<file path="config.mk">
export PLATFORM = sky130hd
export DESIGN_NAME = lsb_first_bit_packer_unit
export DESIGN_NICKNAME = d
export VERILOG_FILES = /design/src/lbp_pkg.sv /design/src/lbp_front.sv /design/src/lbp_cmd_queue.sv /design/src/lbp_back.sv /design/src/lsb_first_bit_packer_unit.sv
export VERILOG_INCLUDE_DIRS = /design/src /design/src/src
export SDC_FILE = /design/constraint.sdc
export NUM_CORES = 1
export LEC_CHECK = 0
export BUFFER_PORTS_ARGS = -buffer_cell sky130_fd_sc_hd__buf_2
export CORE_MARGIN = 1
export CORE_UTILIZATION = 60
export DETAILED_ROUTE_END_ITERATION = 16
export PLACE_DENSITY = 0.86
export SLEW_MARGIN = 10
export SYNTH_ARGS = -nofsm -noshare
export SYNTH_HDL_FRONTEND = slang
export SYNTH_SLANG_ARGS = --single-unit
export TNS_END_PERCENT = 100
</file>
<file path="constraint.sdc">
create_clock -name clk -period 20.2 [get_ports clk]
set_clock_uncertainty 0.2 [all_clocks]
set_input_delay 1.01 -clock clk [delete_from_list [all_inputs] [get_ports clk]]
set_output_delay 1.01 -clock clk [all_outputs]
set_load 0.02 [all_outputs]
</file>
<file path="src/lsb_first_bit_packer_unit_assert.svh">
// assertion macros for the lsb-first bit packer
`ifndef LSB_FIRST_BIT_PACKER_UNIT_ASSERT_SVH
`define LSB_FIRST_BIT_PACKER_UNIT_ASSERT_SVH

// same-cycle implication
`define LBP_ASSERT_IMPL(label, ante, cons, msg) \
    label: assert property (@(posedge clk) disable iff (!rst_n) (ante) |-> (cons)) \
        else $error(msg);

// next-cycle implication
`define LBP_ASSERT_NEXT(label, ante, cons, msg) \
    label: assert property (@(posedge clk) disable iff (!rst_n) (ante) |=> (cons)) \
        else $error(msg);

`endif

</file>
<file path="src/lbp_pkg.sv">
// shared types and constants for the lsb-first bit packer
package lbp_pkg;

    localparam int COUNT_WIDTH = 16;
    localparam int CAP_W       = 16;
    localparam int POS_W       = 16;
    localparam int EXT_W       = (COUNT_WIDTH > CAP_W) ? COUNT_WIDTH : CAP_W;
    localparam int QDEPTH      = 2;
    localparam int QPTR_W      = (QDEPTH > 1) ? $clog2(QDEPTH) : 1;
    localparam int QCNT_W      = $clog2(QDEPTH + 1);

    localparam logic [1:0] ACT_PUT   = 2'd0;
    localparam logic [1:0] ACT_ALIGN = 2'd1;
    localparam logic [1:0] ACT_START = 2'd2;

    localparam logic [CAP_W-1:0] CAP_RESET = 16'hFFFF;

    typedef struct packed {
        logic             ovf;
        logic [2:0]       last_idx;
        logic [POS_W-1:0] base_pos;
        logic [63:0]      data;
    } cmd_t;

    typedef struct packed {
        logic full;
        logic empty;
    } q_status_t;

endpackage

</file>
<file path="src/lbp_front.sv">
// front end: takes items, keeps residue and count, issues byte commands
module lbp_front
    import lbp_pkg::*;
(
    input  logic             clk,
    input  logic             rst_n,
    input  logic             push,
    input  logic             q_full,
    input  logic [1:0]       action,
    input  logic [63:0]      value,
    input  logic [6:0]       bit_count,
    input  logic             cfg_valid,
    input  logic [CAP_W-1:0] cfg_data,
    output logic             cmd_push,
    output cmd_t             cmd
);

    logic [CAP_W-1:0]       capacity_reg;
    logic [6:0]             pending_bits_reg, pending_bits_next;
    logic [2:0]             pending_count_reg, pending_count_next;
    logic [COUNT_WIDTH-1:0] bytes_written_reg, bytes_written_next;
    logic                   overflow_reg, overflow_next;

    logic                   accept;
    logic [6:0]             n_eff;
    logic [63:0]            val_m;
    logic [71:0]            merged;
    logic [71:0]            tail;
    logic [7:0]             total;
    logic [3:0]             whole;
    logic [EXT_W-1:0]       cap_x, lim_x, cap_eff, bw_x, room;
    logic                   put_ovf, align_ovf;

    assign accept = push && !q_full;

    always_comb
    begin
        n_eff   = (bit_count > 7'd64) ? 7'd64 : bit_count;
        val_m   = value & ~({64{1'b1}} << n_eff);
        merged  = {65'b0, pending_bits_reg} | ({8'b0, val_m} << pending_count_reg);
        total   = {5'b0, pending_count_reg} + {1'b0, n_eff};
        whole   = total[6:3];
        tail    = merged >> {whole, 3'b000};
        cap_x   = EXT_W'(capacity_reg);
        lim_x   = EXT_W'({COUNT_WIDTH{1'b1}});
        cap_eff = (cap_x > lim_x) ? lim_x : cap_x;
        bw_x    = EXT_W'(bytes_written_reg);
        room    = (bw_x >= cap_eff) ? '0 : (cap_eff - bw_x);
        put_ovf   = EXT_W'(whole) > room;
        align_ovf = (room == '0);
    end

    always_comb
    begin
        pending_bits_next  = pending_bits_reg;
        pending_count_next = pending_count_reg;
        bytes_written_next = bytes_written_reg;
        overflow_next      = overflow_reg;
        cmd_push           = 1'b0;
        cmd.ovf            = 1'b0;
        cmd.last_idx       = 3'd0;
        cmd.base_pos       = bw_x[POS_W-1:0];
        cmd.data           = merged[63:0];
        if (accept)
        begin
            case (action)
                ACT_START:
                begin
                    pending_bits_next  = '0;
                    pending_count_next = '0;
                    bytes_written_next = '0;
                    overflow_next      = 1'b0;
                end
                ACT_ALIGN:
                begin
                    if (!overflow_reg && pending_count_reg != 3'd0)
                    begin
                        cmd_push           = 1'b1;
                        cmd.data           = {57'b0, pending_bits_reg};
                        pending_bits_next  = '0;
                        pending_count_next = '0;
                        if (align_ovf)
                        begin
                            overflow_next = 1'b1;
                            cmd.ovf       = 1'b1;
                        end
                        else
                        begin
                            bytes_written_next = bytes_written_reg + COUNT_WIDTH'(1);
                        end
                    end
                end
                ACT_PUT:
                begin
                    if (!overflow_reg)
                    begin
                        if (put_ovf)
                        begin
                            cmd_push           = 1'b1;
                            cmd.ovf            = 1'b1;
                            overflow_next      = 1'b1;
                            pending_bits_next  = '0;
                            pending_count_next = '0;
                        end
                        else
                        begin
                            cmd_push           = (whole != 4'd0);
                            cmd.last_idx       = 3'(whole - 4'd1);
                            pending_bits_next  = tail[6:0];
                            pending_count_next = total[2:0];
                            bytes_written_next = bytes_written_reg + COUNT_WIDTH'(whole);
                        end
                    end
                end
                default:
                begin
                end
            endcase
        end
    end

    always_ff @(posedge clk or negedge rst_n)
    begin
        if (!rst_n)
        begin
            capacity_reg      <= CAP_RESET;
            pending_bits_reg  <= '0;
            pending_count_reg <= '0;
            bytes_written_reg <= '0;
            overflow_reg      <= 1'b0;
        end
        else
        begin
            if (cfg_valid)
            begin
                capacity_reg <= cfg_data;
            end
            pending_bits_reg  <= pending_bits_next;
            pending_count_reg <= pending_count_next;
            bytes_written_reg <= bytes_written_next;
            overflow_reg      <= overflow_next;
        end
    end

endmodule

</file>
<file path="src/lbp_cmd_queue.sv">
// short command queue between front and back
module lbp_cmd_queue
    import lbp_pkg::*;
(
    input  logic      clk,
    input  logic      rst_n,
    input  logic      wr_en,
    input  cmd_t      wr_cmd,
    input  logic      rd_en,
    output cmd_t      rd_cmd,
    output q_status_t status
);

    cmd_t              mem_reg [QDEPTH];
    logic [QPTR_W-1:0] wr_ptr_reg, rd_ptr_reg;
    logic [QCNT_W-1:0] count_reg;
    logic              do_wr, do_rd;

    assign status.full  = (count_reg == QCNT_W'(QDEPTH));
    assign status.empty = (count_reg == '0);
    assign do_wr        = wr_en && !status.full;
    assign do_rd        = rd_en && !status.empty;
    assign rd_cmd       = mem_reg[rd_ptr_reg];

    always_ff @(posedge clk)
    begin
        if (do_wr)
        begin
            mem_reg[wr_ptr_reg] <= wr_cmd;
        end
    end

    always_ff @(posedge clk or negedge rst_n)
    begin
        if (!rst_n)
        begin
            wr_ptr_reg <= '0;
            rd_ptr_reg <= '0;
            count_reg  <= '0;
        end
        else
        begin
            if (do_wr)
            begin
                wr_ptr_reg <= (wr_ptr_reg == QPTR_W'(QDEPTH - 1)) ? '0 : wr_ptr_reg + 1'b1;
            end
            if (do_rd)
            begin
                rd_ptr_reg <= (rd_ptr_reg == QPTR_W'(QDEPTH - 1)) ? '0 : rd_ptr_reg + 1'b1;
            end
            if (do_wr && !do_rd)
            begin
                count_reg <= count_reg + 1'b1;
            end
            else if (do_rd && !do_wr)
            begin
                count_reg <= count_reg - 1'b1;
            end
        end
    end

endmodule

</file>
<file path="src/lbp_back.sv">
// back end: walks each command one byte a cycle into the result register while that register is free or being popped
module lbp_back
    import lbp_pkg::*;
(
    input  logic             clk,
    input  logic             rst_n,
    input  cmd_t             head,
    input  q_status_t        q_status,
    output logic             q_pop,
    input  logic             pop,
    output logic             empty,
    output logic [7:0]       byte_data,
    output logic [POS_W-1:0] byte_position,
    output logic             overflow_hit,
    output logic             last
);

    logic             out_valid_reg;
    logic [7:0]       data_reg;
    logic [POS_W-1:0] pos_reg;
    logic             ovf_reg, last_reg;
    logic [2:0]       idx_reg;
    logic             advance, emit, is_last;

    assign advance = !out_valid_reg || pop;
    assign emit    = advance && !q_status.empty;
    assign is_last = head.ovf || (idx_reg == head.last_idx);
    assign q_pop   = emit && is_last;

    assign empty         = !out_valid_reg;
    assign byte_data     = data_reg;
    assign byte_position = pos_reg;
    assign overflow_hit  = ovf_reg;
    assign last          = last_reg;

    always_ff @(posedge clk)
    begin
        if (emit)
        begin
            data_reg <= head.ovf ? 8'd0 : head.data[{idx_reg, 3'b000} +: 8];
            pos_reg  <= head.base_pos + POS_W'(idx_reg);
            ovf_reg  <= head.ovf;
            last_reg <= is_last;
        end
    end

    always_ff @(posedge clk or negedge rst_n)
    begin
        if (!rst_n)
        begin
            out_valid_reg <= 1'b0;
            idx_reg       <= '0;
        end
        else
        begin
            if (advance)
            begin
                out_valid_reg <= !q_status.empty;
            end
            if (emit)
            begin
                idx_reg <= is_last ? 3'd0 : idx_reg + 3'd1;
            end
        end
    end

endmodule

</file>
<file path="src/lsb_first_bit_packer_unit.sv">
// top level of the lsb-first bit packer
//
// channel   direction  handshake            payload
// input     in         push / full          action, value, bit_count
// result    out        empty / pop          byte_data, byte_position, overflow_hit, last
// config    in         cfg_valid/cfg_ready  cfg_data (capacity_bytes)
//
// an item is taken whenever the command queue has room
// the byte emitter sends one result a cycle while commands wait and no result is held unpopped: a put completing
// k bytes holds it for k results, so a stream of full 64-bit puts is paced by the emitter once the queue fills
// starts, ignored items and puts that complete no byte leave no command
// reset clears residue, count, overflow and the queue at once; capacity returns to 65535
// a stalled result holds the emitter; the front keeps taking items until the queue fills
module lsb_first_bit_packer_unit
    import lbp_pkg::*;
(
    input  logic             clk,
    input  logic             rst_n,
    input  logic             push,
    output logic             full,
    input  logic [1:0]       action,
    input  logic [63:0]      value,
    input  logic [6:0]       bit_count,
    output logic             empty,
    input  logic             pop,
    output logic [7:0]       byte_data,
    output logic [POS_W-1:0] byte_position,
    output logic             overflow_hit,
    output logic             last,
    input  logic             cfg_valid,
    output logic             cfg_ready,
    input  logic [CAP_W-1:0] cfg_data
);

`include "lsb_first_bit_packer_unit_assert.svh"

    cmd_t      front_cmd, head_cmd;
    logic      cmd_push, q_pop;
    q_status_t q_status;

    assign full      = q_status.full;
    assign cfg_ready = 1'b1;

    lbp_front u_front
    (
        .clk       (clk),
        .rst_n     (rst_n),
        .push      (push),
        .q_full    (q_status.full),
        .action    (action),
        .value     (value),
        .bit_count (bit_count),
        .cfg_valid (cfg_valid && cfg_ready),
        .cfg_data  (cfg_data),
        .cmd_push  (cmd_push),
        .cmd       (front_cmd)
    );

    lbp_cmd_queue u_queue
    (
        .clk    (clk),
        .rst_n  (rst_n),
        .wr_en  (cmd_push),
        .wr_cmd (front_cmd),
        .rd_en  (q_pop),
        .rd_cmd (head_cmd),
        .status (q_status)
    );

    lbp_back u_back
    (
        .clk           (clk),
        .rst_n         (rst_n),
        .head          (head_cmd),
        .q_status      (q_status),
        .q_pop         (q_pop),
        .pop           (pop),
        .empty         (empty),
        .byte_data     (byte_data),
        .byte_position (byte_position),
        .overflow_hit  (overflow_hit),
        .last          (last)
    );

    `LBP_ASSERT_IMPL(a_ovf_result_single, !empty && overflow_hit, last && byte_data == 8'd0,
        "overflow result must be a single zero byte")
    `LBP_ASSERT_IMPL(a_no_push_when_full, cmd_push, !q_status.full,
        "command written into a full queue")
    `LBP_ASSERT_IMPL(a_no_pop_when_empty, q_pop, !q_status.empty,
        "command taken from an empty queue")
    `LBP_ASSERT_NEXT(a_result_after_cmd, q_status.empty && cmd_push, !q_status.empty,
        "command lost on its way into the queue")

endmodule

</file>
# Word level (Yosys, flattened, before mapping)
# Memories as Yosys holds them, arrays and structs flattened.
# Index checks and enable logic that the tools add are counted.
classes:
  n_bitwise: 3
  shift: 4
  muxes: 43
  n_lt_le_gt_ge: 4
  n_reduce_logical: 26
  add_sub_neg: 11
  eq_ne: 9
ops:
  columns: ["cell", "n"]
  rows:
  - ["$mux 64", 3]
  - ["$mux 16", 6]
  - ["$or 7x72->72", 1]
  - ["$shl 64x3->72", 1]
  - ["$shr 72x7->7", 1]
  - ["$and 64x64->64", 1]
  - ["$not 64->64", 1]
  - ["$shiftx 64x7->8", 1]
  - ["$shl 64x7->64 const A", 1]
  - ["$pmux 16 s3", 1]
  - ["$mux 7", 4]
  - ["$pmux 7 s3", 1]
  - ["$mux 3", 6]
  - ["$add 16x1->16 const B", 1]
  - ["$add 16x3->16", 1]
  - ["$add 16x4->16", 1]
  - ["$ge 16x16->1", 1]
  - ["$gt 16x16->1 const B", 1]
  - ["$gt 4x16->1", 1]
  - ["$logic_not 16->1", 1]
  - ["$sub 16x16->16", 1]
  - ["$mux 1", 14]
  - ["$pmux 3 s3", 1]
  - ["$logic_and 1x1->1", 8]
  - ["other kinds (24)", 41]
word_totals:
  wordCells: 115
  out_inout_bits: 29
  mem_bits_rw: 168
  in_bits: 94
  memories: 1
  reg_bits: 77
memory_table:
  columns: ["name", "words", "word_bits", "read_ports", "rd_ports_with_merged_regs", "wr", "line", "source"]
  rows:
  - ["u_queue.mem_reg", 2, 84, 1, 0, 1, "lbp_cmd_queue.sv:14", "cmd_t mem_reg [QDEPTH];"]

# Depth between registers and ports, before layout
depth:
  depth_word: 14
  depth_mapped: 26
  ltp_nobuf: 24

# Hierarchy
# From an unflattened synthesis, not the netlist that was laid out.
unflattened:
  hier_cells: 1567
  hier_area_um2: 15950.3
modules_own_cells:
  columns: ["mod", "area_each_um2", "seq_area_each_um2", "instances", "cells_each"]
  rows:
  - ["lbp_front", 7752.4, 1096.1, 1, 1133]
  - ["lbp_cmd_queue", 6266.0, 5144.9, 1, 280]
  - ["lbp_back", 1920.6, 880.8, 1, 152]
  - ["lsb_first_bit_packer_unit", 11.3, 0.0, 1, 2]

# Worst setup path before layout
# OpenSTA, ideal clock, no wires.
synth_path:
  path_kind: "input-to-reg"
  start: "in bit_count[6]"
  end: "mem u_queue.mem_reg[0][0] (netlist name) (enable)"
  stages: 21
  setup_ns: 0.527
  path_buffers: 5
  path_slack_ns: 10.882
  required_time_ns: 19.473
  arrival_ns: 8.590
  path_cell_list: "clkbuf_1 > clkbuf_1 > clkbuf_1 > buf_2 > nor2b_1 > ha_1 > fa_1 > a21o_1 > nand2_1 > xnor2_1 > nor2_1 > clkbuf_1 > ha_1 > nand3_1 > nand2b_1 > mux2i_1 > or2_2 > or2_1 > a41oi_1 > o21ai_0 > nor2_1"
synth_via:
  elab_chain_len: 11
  elab_cells_between_ends: 12
  classes_between: "1 x add/sub; 2 x order compare; 7 x mux; 2 x reduce/logical"
synth_rtl:
  columns: ["element", "line", "source"]
  rows:
  - ["from (decl)", "lsb_first_bit_packer_unit.sv:23", "input logic [6:0] bit_count,"]
  - ["$gt 7x7->1", "lbp_front.sv:38", "n_eff = (bit_count > 7'd64) ? 7'd64 : bit_count;"]
  - ["$mux 7 *", "lbp_front.sv:38", null]
  - ["$add 3x7->7 *", "lbp_front.sv:41", "total = {5'b0, pending_count_reg} + {1'b0, n_eff};"]
  - ["$gt 4x16->1 / $reduce_bool 4->1 (equally long branches)", "lbp_front.sv:49, lbp_front.sv:107", null]
  - ["$mux 1 *", "lbp_front.sv:97", "if (put_ovf)"]
  - ["$mux 1 *", "lbp_front.sv:95", "if (!overflow_reg)"]
  - ["$pmux 1 s2 *", "lbp_front.sv:66", "case (action)"]
  - ["$mux 1 *", "lbp_front.sv:64", "if (accept)"]
  - ["$logic_and 1x1->1 *", "lbp_cmd_queue.sv:21", "assign do_wr = wr_en && !status.full;"]
  - ["$mux 1 *", "lbp_cmd_queue.sv:27", "if (do_wr)"]
  - ["$mux 1 (not written as such) *", "lbp_cmd_queue.sv:29", "mem_reg[wr_ptr_reg] <= wr_cmd;"]
  - ["to (decl)", "lbp_cmd_queue.sv:14", null]
# Every way passes the cells marked *; elsewhere a longest branch is shown, timed or not.

# Worst setup path after layout
layout_path:
  start: "in bit_count[6]"
  end: "reg u_front.bytes_written_reg[15] (netlist: u_front.bw_x[15])"
layout_via:
  elab_chain_len: 7
  elab_cells_between_ends: 10
  classes_between: "2 x add/sub; 2 x order compare; 1 x eq/ne; 4 x mux; 1 x reduce/logical"
layout_rtl:
  columns: ["element", "line", "source"]
  rows:
  - ["$gt 7x7->1", "lbp_front.sv:38", null]
  - ["$mux 7 *", "lbp_front.sv:38", null]
  - ["$add 3x7->7 *", "lbp_front.sv:41", null]
  - ["$add 16x4->16", "lbp_front.sv:111", "bytes_written_next = bytes_written_reg + COUNT_WIDTH'(whole);"]
  - ["$mux 16", "lbp_front.sv:97", null]
  - ["$mux 16", "lbp_front.sv:95", null]
  - ["$pmux 16 s3", "lbp_front.sv:66", null]
  - ["to (signal assigned)", "lbp_front.sv:140", "bytes_written_reg <= bytes_written_next;"]
  - ["to (decl)", "lbp_front.sv:21", "logic [COUNT_WIDTH-1:0] bytes_written_reg, bytes_written_next;"]
# Every way passes the cells marked *; elsewhere a longest branch is shown, timed or not. The select of a mux whose other input is x is not followed.
# A chain may end at the register's enable or synchronous reset.

==> impl_results.md <==
* Global-route wire length before repair at 62,900 um
* CTS resizes at 0
* Sequential-to-total area share from yosys stat at 47.4%
* Crit-path cells: buf_2 > nor2b_1 > ha_1 > fa_1 > a21o_1 > nand2_1 > xnor2_1 > nor2_1 > buf_4 > clkinv_1 > nor3_1 > ha_1 > a21o_1 > a21oi_1 > nor2b_1 > o21a_1 > nand3_1 > nor3_1 > nand3_1 > nor3_1 > a31oi_1 > o21ai_0 > o41ai_1
* # H-tree levels at 1
* Worst setup EP type: register
* DPL Wire Length at 29,100 um
* Top delay family on crit path: simple AND/OR/NAND/NOR gates
* Die Y at 160 um
* Final instance area at 16,600 sq um
* Tightest Pin Transition at 1.15 ns
* Root Driver: clkbuf_16
* GR Util All Layers at 31.4%
* Share of the synthesized area in the top cell type at 38.8%
* Setup Fix Bufs, Post-CTS at 0
* Post-Synth XOR/XNOR Area at 1.75%
* Fin. max-slew vios at 0
* Routed met1 length at 17,200 um
* # hold bufs at CTS at 0
* Post-synth ARST share at 20.8%
* WS Path Type: input port to register
* Initial antenna violation count at 0
* Met2 wire length at 18,300 um
* Largest net degree at the start of global routing at 85
* DR pass1 iterations at 5
* Main synth FF type: edfxtp_1
* Initial core utilization at 61.4%
* Max Cap Violations at 0
* Average wire per standard cell at 21.8 um
* Diode count at 0
* RSZ-0062 raised after global routing: false
* P_leak at 6.26 nW
* FILL cells at 1,802
* Hold depth at 2
* Cells after synthesis at 1,452
* DR WL met3 at 3790 um
* Startpoint Class: input port
* Slowest CP cell: clkinv_1
* Crit-path max FO at 38
* Pwr Density at 135 nW/um^2
* Largest family of logic cells by synthesized area: compound AO/OA/AOI/OAI gates
* Clk_lat worst skew at 0.54 ns
* Synth Area in Compound Gates at 16.2%
* # setup viols final at 0
* Vias in the first global route at 11,300
* Final Hold Viols at 0
* Post-Synth Simple-Gate Area at 14.2%
* IR drop worst, VDD at 72.1 uV
* Area delta synth->final at 10.6%
* Uppermost layer routed: met4
* Number of port buffers at 121
* Critical Path RT at 20.40 ns
* CP most frequent cell: nor3_1
* TritonCTS buffer count at 26
* Hold WS at 0.321 ns
* Hold path start: u_front.cap_x[0]
* Remaining antenna violation count at 0
* # DRC at 0
* Max Root-Sink Buffers at 3
* WHS Endpoint: u_front.cap_x[0]
* Worst EP arrival at 6.29 ns
* Mapped Area at 15,000 sq um
* R2R Setup Slk at 14.18 ns
* Setup tns final at 0 ns
* Status: finished clean
* Critical path buffer and inverter count at 3
* Crit path time final at 6.09 ns
* Total gr overflow at 0
* Die width at 160 um
* Reg2reg end: u_queue.mem_reg[0][47]
* FF-to-FF Start: u_front.pending_count_reg[1]
* Final period util at 30.1%
* Cell depth of the worst setup path at 23
* FMAX at 0.164 GHz
* Yosys cell types at 76
* Routed vias at 12,100
* DP Area at 15,800 sq um
* Mux cell area share after synthesis at 13.3%
* Most frequent cells in the layout: edfxtp_1, nor2_1, nand2_1, buf_2, o21ai_0
* Worst-path clk slew at 0.07 ns
* Largest register FFs at 168
* Core ar. at 24,500 sq um
* GPL Wtd Cong at 1.01
* Row Count at 57
* Die area at 25,700 sq um
* Syn_nets at 1,583
* Commonest non-fill, non-tap cell in the layout: edfxtp_1
* Synth area leader: edfxtp_1
* Slowest cell delay on critical path at 0.51 ns
* Vias per cell at 6.51
* Layout cells sized above 1 at 18.9%
* Total Nets Final at 1,648
* Mapped Avg Cell Area at 10.3 sq um
* Max-slew headroom at 23.3%
* CTS Sinks at 245
* Worst min-delay path class: register to register
* CTS tree: built
* Post-synth EDFFs at 194
* Ports at 123
* Yosys reg bits at 245
* DR iter-0 viols at 1,201
* Drt total wl at 40,500 um
* Synth Warn # at 0
* Adder-Cell Fraction of Synth Area at 3.28%
* FF-to-FF path depth at 17
* Area contributors post-synth: edfxtp_1, mux4_2, dfrtp_1
## report_power, final
part	internal (mW)	leakage [nW]	switching (mW)
clock network	0.281	0.420	0.197
registers	0.702	2.40	0.0951
logic	0.370	3.44	0.603
total	1.35	6.26	0.894
## per-stage QoR
stage | util (%) | worst slack (ns) | power [mW] | cells
4_1_cts | 67.9 | 14.18 | 2.23 | 1861
6_report | 67.9 | 14.11 | 2.25 | 1861
5_1_grt | 67.9 | 13.69 | 2.36 | 1861
3_3_place_gp | 64.4 | 13.77 | 1.71 | 1813
2_1_floorplan | - | 10.88 | 1.47 | 1452
3_5_place_dp | 64.4 | 13.68 | 1.75 | 1813
## metal layers
metal  GRT usage, %  vias up
met2           48.4      677
met3           6.00       89
met1           45.2     5806
met4           10.0        0
li1               -     5542
met5              0        -
## worst max-delay path by stage
stage                       from                     end  slack [ns]
floorplan           bit_count[6]   u_queue.mem_reg[0][0]       10.88
global placement    bit_count[6]  u_queue.mem_reg[0][19]       13.77
detailed placement  bit_count[6]   u_queue.mem_reg[0][3]       13.68
CTS                 bit_count[6]  u_queue.mem_reg[0][15]       14.18
global route        bit_count[6]        u_front.bw_x[15]       13.69
finish              bit_count[6]        u_front.bw_x[15]       14.11
## synth_stat cells, types with 5 or more instances
| library cell | instances |
|---|---|
| a211oi_1 | 10 |
| a21boi_0 | 5 |
| a21o_1 | 25 |
| a21oi_1 | 87 |
| a22o_1 | 9 |
| a31oi_1 | 15 |
| a32oi_1 | 10 |
| and2_1 | 19 |
| and3_1 | 6 |
| buf_1 | 18 |
| buf_2 | 8 |
| clkbuf_1 | 64 |
| dfrtp_1 | 35 |
| dfstp_2 | 16 |
| edfxtp_1 | 194 |
| ha_1 | 33 |
| inv_1 | 42 |
| mux2_2 | 33 |
| mux2i_1 | 71 |
| mux4_2 | 41 |
| nand2_1 | 134 |
| nand2b_1 | 10 |
| nand3_1 | 24 |
| nand4_1 | 7 |
| nor2_1 | 189 |
| nor2b_1 | 27 |
| nor3_1 | 24 |
| nor4_1 | 5 |
| o211ai_1 | 16 |
| o21a_1 | 15 |
| o21ai_0 | 95 |
| o22ai_1 | 25 |
| o31ai_1 | 12 |
| o41ai_1 | 5 |
| or2_2 | 11 |
| or3_1 | 10 |
| xnor2_1 | 16 |
| xor2_1 | 14 |
## worst reg2reg max path, cell delays in order, from the launching register on
cell and delay (ns):
dfrtp_2 0.34, buf_4 0.65, ha_1 0.37, a21o_1 0.16, a21oi_1 0.23, xnor2_1 0.12
buf_4 0.23, inv_1 0.51, ha_1 0.35, nand3_1 0.09, nand2b_1 0.10, mux2i_1 0.07
or2_2 0.28, or2_1 0.27, a41oi_1 0.24, o21ai_0 0.32, nor2_4 0.16, buf_4 0.83
## kinds of logic (layout without fill, tap and decap cells)
family	Yosys count	after routing
adder cells (fa/ha/maj)	37	37
multiplexers	145	145
AO/OA/AOI/OAI	377	377
XOR/XNOR	30	30
flip-flops	245	245
buffers and inverters	140	225
other	1	1
AND/OR/NAND/NOR	477	477
## final cells by class
cell class	count	area [sq um]	share of cell area, %
Clock inverter	15	171	1.03
Inverter	46	173	1.04
Tap cell	324	405	2.44
Clock buffer	33	687	4.13
Sequential cell	245	7130	42.9
Timing Repair Buffer	131	681	4.10
Multi-Input combinational cell	1067	7370	44.3
Note: power is estimated with default switching activity, not from simulation.
